### config.mk
export PLATFORM = sky130hd
export DESIGN_NAME = bpb_ctrl
export DESIGN_NICKNAME = d
export VERILOG_FILES = /design/src/rtl/core/bpb_pkg.sv /design/src/rtl/core/bpb_ctrl.sv
export SDC_FILE = /design/constraint.sdc
export NUM_CORES = 1
export LEC_CHECK = 0
export BUFFER_PORTS_ARGS = -buffer_cell sky130_fd_sc_hd__buf_2
export CORE_AREA = 2 2 39 41
export CTS_CLUSTER_SIZE = 8
export DETAILED_ROUTE_END_ITERATION = 12
export DIE_AREA = 0 0 41 43
export PLACE_DENSITY = 0.4
export SLEW_MARGIN = 0
export SYNTH_ARGS = -nofsm -noshare
export SYNTH_HDL_FRONTEND = slang
export SYNTH_SLANG_ARGS = --single-unit
export TNS_END_PERCENT = 50
### constraint.sdc
create_clock -name clk -period 0.92 [get_ports clk]
set_clock_uncertainty 0.2 [all_clocks]
set_input_delay 0.138 -clock clk [delete_from_list [all_inputs] [get_ports clk]]
set_output_delay 0.138 -clock clk [all_outputs]
set_load 0.01 [all_outputs]
### src/rtl/core/bpb_pkg.sv
// shared constants, types and command structs for the page byte packer
package bpb_pkg;

	localparam int MAX_PAGES   = 8;
	localparam int MAX_COLUMNS = 128;
	localparam int STORE_DEPTH = MAX_PAGES * MAX_COLUMNS;
	localparam int ADDR_W      = $clog2(STORE_DEPTH);

	localparam int PAGE_W = 3;
	localparam int COL_W  = 7;
	localparam int ROW_W  = 6;
	localparam int BYTE_W = 8;
	localparam int BIT_W  = 3;
	localparam int PCNT_W = 4;
	localparam int CCNT_W = 8;
	localparam int CFG_W  = 8;
	localparam int CFG_IDX_W = 2;

	localparam logic [PCNT_W-1:0] PAGE_COUNT_RST   = PCNT_W'(MAX_PAGES);
	localparam logic [CCNT_W-1:0] COLUMN_COUNT_RST = CCNT_W'(MAX_COLUMNS);

	typedef enum logic [CFG_IDX_W-1:0] {
		REG_PAGE_COUNT   = 2'd0,
		REG_COLUMN_COUNT = 2'd1
	} cfg_reg_t;

	typedef enum logic {
		KIND_WRITE = 1'b0,
		KIND_READ  = 1'b1
	} item_kind_t;

	typedef enum logic [1:0] {
		ST_CLEAR,
		ST_IDLE,
		ST_WRITE,
		ST_READ
	} ctrl_state_t;

	typedef struct packed {
		logic clear;   // write zero at the sweep address
		logic accept;  // take an item and latch its address
		logic commit;  // write back the updated byte
		logic load;    // move the fetched byte to the output
	} dp_cmd_t;

	typedef struct packed {
		logic clear_done;
		logic out_free;
	} dp_status_t;

endpackage

### src/rtl/core/bpb_ctrl.sv
// controller state machine: clear sweep, item accept, write back and output load
module bpb_ctrl (
	input  logic                clk,
	input  logic                arst_n,
	input  logic                in_valid,
	input  logic                in_kind,
	output logic                in_ready,
	input  bpb_pkg::dp_status_t status,
	output bpb_pkg::dp_cmd_t    cmd
);
	import bpb_pkg::*;

	ctrl_state_t state_q, state_d;

	always_ff @(posedge clk or negedge arst_n) begin
		if (!arst_n) begin
			state_q <= ST_CLEAR;
		end else begin
			state_q <= state_d;
		end
	end

	always_comb begin
		state_d  = state_q;
		cmd      = '0;
		in_ready = 1'b0;
		unique case (state_q)
			ST_CLEAR: begin
				cmd.clear = 1'b1;
				if (status.clear_done) begin
					state_d = ST_IDLE;
				end
			end
			ST_IDLE: begin
				in_ready = 1'b1;
				if (in_valid) begin
					cmd.accept = 1'b1;
					state_d    = (in_kind == KIND_READ) ? ST_READ : ST_WRITE;
				end
			end
			ST_WRITE: begin
				cmd.commit = 1'b1;
				state_d    = ST_IDLE;
			end
			ST_READ: begin
				// hold until the output register can take the byte
				if (status.out_free) begin
					cmd.load = 1'b1;
					state_d  = ST_IDLE;
				end
			end
			default: begin
				state_d = ST_CLEAR;
			end
		endcase
	end
endmodule

Word-level counts from Yosys, hierarchy flattened
Cells that the tools add are included.
{ "word_totals": {"reg_bits": 2, "inputBits": 6, "output_inout_bits": 5, "elab_cells": 21} }
{ "op_classes": {"eq_ne": 6, "mux": 12, "n_reduce_logical": 2} }
{ "op_table": {"columns": ["op", "n"], "rows": [
  ["2-to-1 mux 1 bit", 8],
  ["case mux 2 bit (4 select lines)", 1],
  ["2-to-1 mux 2 bit", 3],
  ["inequality test 2 bit (second input constant)", 3],
  ["== test 2 bit (second input constant)", 2],
  ["AND reduction 3 bit", 1],
  ["== test 2 x 1 -> 1 bit (second input constant)", 1],
  ["logical NOT 2 bit", 1]
]} }

Logic depth before layout (Yosys ltp)
Gate-level depths: netlist (run 1).
{ "logic_depth": {"ltp_word": 3, "ltp_mapped": 2} }

Least setup slack after synthesis (run 1)
Ideal clock, no wire load.
{ "synth_timing": {"kind": "reg-to-output", "startpoint": "reg state_q[1]", "endpoint": "out cmd[2] (netlist name)", "arrival_time_ns": 0.762, "required_time_ns": 0.582, "path_slack_ns": -0.180, "path_stages_with_launch": 3, "path_buffers": 0, "cell_sequence": "dfrtp_1 > nor2b_4 > and2_1"} }
{ "synth_rtl": {"columns": ["item", "line_no", "text"], "rows": [
  ["start, declared", "bpb_ctrl.sv:13", "ctrl_state_t state_q, state_d;"],
  ["start signal, assigned", "bpb_ctrl.sv:19", "state_q <= state_d;"],
  ["end, declared", "bpb_ctrl.sv:9", "output bpb_pkg::dp_cmd_t cmd"]
]} }

==> results of run 1 <==
## cell families after synthesis
logic type	after synthesis	share of synthesized area, %
simple gates	8	44.9
flops	2	40.8
compound gates	2	11.2
buf+inv	1	3.06
## power groups by stage
stage	Combinational (mW)	Sequential, mW	Clock (mW)
2_1_floorplan	0.115	0.145	0
6_report	0.361	0.142	0.221
3_5_place_dp	0.221	0.141	0
4_1_cts	0.354	0.142	0.236
5_1_grt	0.393	0.148	0.239
3_3_place_gp	0.221	0.142	0
## layer usage
metal / up-vias / track usage, % / routed length (microns)
met5: - / 0 / 0
met4: 0 / 6.00 / 0
met3: 0 / 5.24 / 60
met2: 11 / 7.50 / 152
met1: 67 / 7.40 / 203
li1: 83 / - / -
## layout make-up
class,count,area (sq um)
fill,150,1070
timing repair buffer,15,116
multi-input combinational,10,93.8
sequential,2,51.3
clock buffer,4,26.3
tap,16,20.0
inverter,1,3.75
## layout by cell type, fill, tap and decap left out, types with 2 or more instances in the layout
cell type	instances
buf_4	2
clkbuf_4	3
buf_2	7
buf_6	5
## final timing paths
| kind | slack [ns] | to | start |
|---|---|---|---|
| min in group asynchronous | 0.02 | state_q[1] | arst_n |
| max in group asynchronous | 0.39 | state_q[1] | arst_n |
| min | -0.03 | state_q[0] | in_kind |
| max | -0.42 | cmd[2] | state_q[1] |
| max reg2reg | -0.26 | state_q[1] | state_q[1] |
| min reg2reg | 0.51 | state_q[1] | state_q[0] |
## through the flow
step                      total power [mW]  utilization [%]  setup TNS [ns]  hold slack [ns]
after detailed placement             0.361             15.6           -1.16           -0.268
final                                0.724             22.5           -2.47          -0.0265
after global placement               0.363             15.6           -1.19           -0.270
after floorplan                      0.260                -          -0.388           -0.358
after CTS                            0.732             22.3           -2.54          -0.0425
after global routing                 0.780             22.5           -2.80          -0.0121
## worst register-to-register path: stages (launching register included)
cell and delay [ns]:
dfrtp_2 0.43, buf_6 0.13, buf_6 0.11, nand2b_4 0.13, a21boi_2 0.11
## timing repair
item,CTS,global route
endpoints found under the setup margin,7,7
resized for setup,8,1
hold endpoints to repair,4,2
pin swaps,2,1
buffers inserted,2,0
==> flow_summary.yaml, run 1 <==
placement:
  place_inst: 41
  gp_congestion: 0.627
  io_buffers: 10
  post-place-ws_ns: -0.218
  place_area_sq_um: 215
clocking:
  numCtsBuffers: 3
  clock_path_buffers: 2
  cts_tree: "done"
  ctsHoldBuffers: 1
  htreeDepth: 1
  cts.sinks: 2
  cts_root_buffer: "clkbuf_4"
  clock_latency_ns: 0.23
  path_clk_slew_ns: 0.04
finish:
  top_regs: "state_q: 2 flops"
  fin_cells: 48
  area_growth_pct: 154
  largest_reg_flops: 2
  layout-drive-gt1-share_pct: 78.1
  regMostFlops: "state_q"
  nets: 39
  postLayoutCellArea_sq_um: 312
  antenna_cells: 0
synthesis:
  synth-seq-cells: 2
  synth_area_per_cell_sq_um: 9.43
  synth_area_leaders: "dfrtp_1, nor2b_4, nand2b_1, a21boi_1, and3_2"
  ys.flop_type: "dfrtp_1"
  synth_top_cell_by_area: "dfrtp_1"
  synth_commonest_cells: "dfrtp_1, nand2b_1"
  syn-num-nets: 19
  syn_area_sq_um: 123
  yosysSeqAreaShare_pct: 40.8
  yosys_warnings: 0
  synth_cells: 13
  synthArstFlopShare_pct: 100
  synth_top_area_share_pct: 40.8
  yosys.cell_types.count: 11
  synth_edf_count: 0
power_and_ir_drop:
  swShare_pct: 29.7
  p_int_mw: 0.509
  p_per_area_mw_per_mm2: 2320
  seqPwrFrac_pct: 19.6
  combPwrFrac_pct: 49.9
  power.leakage_nw: 0.153
  ir_worst_vdd_uv: 926
  switching_power_mw: 0.215
  clock_power_share_pct: 30.5
global_route:
  grt_pass1_wl_microns: 696
  grt_pass1_vias: 176
  grtUsageTotal_pct: 6.63
  grt_max_degree: 5
  grt_antenna_before_repair: 0
  gr-total-overflow: 0
run_status:
  outcome: "finished, violations left"
  violations: "negative hold slack, negative setup slack"
setup_path:
  slowest_stage: "dfrtp_2"
  crit_chain: "nor2b_4 -> and2_4 -> buf_6"
  cp-end-kind: "output port"
  worst-path-max-fanout: 4
  worst-path-buf-inv: 1
  r2r_cells: 4
  max_stage_delay_ns: 0.43
  cp.depth: 3
  cp.arrival_ns: 1.00
  crit_family: "flip-flops"
  required_ns: 0.58
  cp-start-kind: "flip-flop"
  path_class: "reg2out"
hold_path:
  hp-class: "in2reg"
  holdPathStages: 3
timing:
  holdWs_ns: -0.0265
  fin_ws_ns: -0.421
  rsz0062_at_grt: "yes"
  finalSetupViolCount: 7
  layout_min_cycle_time_ns: 1.34
  maxSlewHeadroom_pct: 91.1
  hold_violations: 2
  timing.final.crit_share_pct: 146
  fmaxAchievable_mhz: 746
  worst_slew_pin_slew_ns: 0.133
  slew_viol_final: 0
routing:
  wirelength_microns: 416
  first_iter_violations: 4
  viasPerCell: 3.35
  drc_errors: 0
  ant_nets: 0
  drt_pre_antenna_iters: 3
  num_vias: 161
  wire_per_inst_microns: 8.67
die:
  die_area_sq_mm: 0.00176
  rows: 14
  start_util_pct: 8.86
  die_w_microns: 41
  io-pin-count: 11
  die_y_microns: 43
  core_sq_mm: 0.00138
run:
  max_cap_viol_count: 0
Power figures use the tool's default switching activity.
==> run 2: changes to the inputs <==
Settings changed: TNS_END_PERCENT 50 to 20.
==> run 2 against run 1 <==
Effect of this change:
- the run still ends with negative hold slack, negative setup slack left
- fmax is 1.0% lower
- register-to-register slack better by 0.10 ns
- via count is 11% lower
- sequential power hardly changed
- flip-flop and latch count stayed put
- power is 15% lower
- cell count is 6.3% lower
- die area stayed put
- global-route usage is 1.1 points lower
- routed wire length is 8.7% lower
- clock power is 12% lower
==> flow_summary.yaml, run 2 (synthesis results as in run 1) <==
run_status:
  outcome: "finished, violations left"
  violations: "negative hold slack, negative setup slack"
power_and_ir_drop:
  seqPwrFrac_pct: 22.7
  switching_power_mw: 0.189
  combPwrFrac_pct: 45.8
  p_per_area_mw_per_mm2: 2210
  clock_power_share_pct: 31.5
  power.leakage_nw: 0.140
  total_power_mw: 0.616
  swShare_pct: 30.6
  ir_worst_vdd_uv: 614
  p_int_mw: 0.428
setup_path:
  cp-start-kind: "flip-flop"
  slowest_stage: "dfrtp_2"
  reg2reg_from: "state_q[0]"
  cp.depth: 3
  r2r_slack_ns: -0.16
  cp-end-kind: "output port"
  r2r_cells: 3
  path_class: "reg2out"
  worst-path-buf-inv: 1
  required_ns: 0.58
  worst-path-max-fanout: 4
  max_stage_delay_ns: 0.43
  r2r-end: "state_q[0]"
  crit_chain: "nor2b_4 -> and2_4 -> buf_6"
  crit_family: "flip-flops"
  cp.arrival_ns: 1.02
timing:
  maxSlewHeadroom_pct: 90.8
  fmaxAchievable_mhz: 738
  holdWs_ns: -0.0362
  layout_min_cycle_time_ns: 1.35
  finalSetupViolCount: 7
  rsz0062_at_grt: "yes"
  worst_slew_pin_slew_ns: 0.137
  hold_violations: 2
  slew_viol_final: 0
  fin_ws_ns: -0.435
  timing.final.crit_share_pct: 147
global_route:
  gr-total-overflow: 0
  grt_pass1_vias: 141
  grt_pass1_wl_microns: 552
  grtUsageTotal_pct: 5.52
  grt_antenna_before_repair: 0
  grt_max_degree: 5
die:
  die_w_microns: 41
  die_area_sq_mm: 0.00176
  io-pin-count: 11
  die_y_microns: 43
  rows: 14
  start_util_pct: 8.86
  core_sq_mm: 0.00138
placement:
  io_buffers: 10
  place_area_sq_um: 210
  gp_congestion: 0.727
clocking:
  cts.sinks: 2
  cts_root_buffer: "clkbuf_4"
  clock_path_buffers: 2
  numCtsBuffers: 3
  cts_tree: "done"
  clock_latency_ns: 0.22
  htreeDepth: 1
  path_clk_slew_ns: 0.03
  ctsHoldBuffers: 1
  post_cts_buffers: 0
finish:
  top_regs: "state_q: 2 flops"
  layout_common_cells: "buf_2, clkbuf_4, buf_6"
  fill_cells: 152
  final_common_cell: "buf_2"
  regMostFlops: "state_q"
  largest_reg_flops: 2
  nets: 37
  multi_input_area_sq_um: 90.1
  seqCellArea_sq_um: 51.3
  area_growth_pct: 128
  final_util_pct: 20.2
  postLayoutCellArea_sq_um: 279
  layout-drive-gt1-share_pct: 79.3
  antenna_cells: 0
routing:
  ant_nets: 0
  wire_per_inst_microns: 8.44
  viasPerCell: 3.18
  num_vias: 143
  drt_pre_antenna_iters: 1
  wirelength_microns: 380
  drc_errors: 0
  first_iter_violations: 0
hold_path:
  holdPathStages: 2
  hp-start: "in_valid"
  min_to: "state_q[0]"
  hp-class: "in2reg"
run:
  max_cap_viol_count: 0
[run 2: cell types whose count changed in the layout (fill, tap and decap cells not counted), sizes merged]
| cell | delta |
|---|---|
| buf | -2 |
| clkbuf | -1 |
[run 2: what timing repair did]
| item | 4_1_cts | 5_1_grt |
|---|---|---|
| endpoints found under the setup margin | 7 | 7 |
| hold endpoints to repair | 4 | 2 |
| gates resized for setup | 2 | 6 |
| pin swaps | 0 | 1 |
[run 2: power groups by stage]
stage	Clock [mW]	Combinational, mW	Sequential [mW]
after floorplan	0	0.110	0.141
after global placement	0	0.221	0.136
after detailed placement	0	0.216	0.135
after CTS	0.204	0.238	0.135
after global routing	0.221	0.302	0.146
final	0.194	0.282	0.140
[run 2: final cells by class]
type / count / share of cell area [%]
clock buffer: 3 / 8.07
multi-input combinational: 10 / 32.3
inverter: 1 / 1.35
timing repair buffer: 13 / 32.7
tap: 16 / 7.17
sequential: 2 / 18.4
[run 2: worst max-delay path by stage]
stage	slack [ns]	endpoint	start
final	-0.43	cmd[2]	state_q[1]
after global routing	-0.49	cmd[2]	state_q[0]
after CTS	-0.44	cmd[2]	state_q[1]
after detailed placement	-0.21	cmd[2]	state_q[1]
after global placement	-0.27	state_q[0]	state_q[1]
after floorplan	-0.17	cmd[2]	state_q[1]
[run 2: routing by layer]
layer / vias up / part of all wire (%) / global-route usage [%]
met3: 0 / 12 / 3.14
met4: 0 / 0 / 8.00
met2: 11 / 38 / 4.38
met1: 56 / 50 / 7.40
li1: 76 / - / -
met5: - / 0 / 0
[run 2: stage by stage]
step	setup TNS, ns	cells	worst slack [ns]
floorplan	-0.477	13	-0.165
global placement	-1.20	41	-0.269
detailed placement	-1.15	41	-0.213
CTS	-2.34	45	-0.437
global route	-2.57	45	-0.486
finish	-2.21	45	-0.435
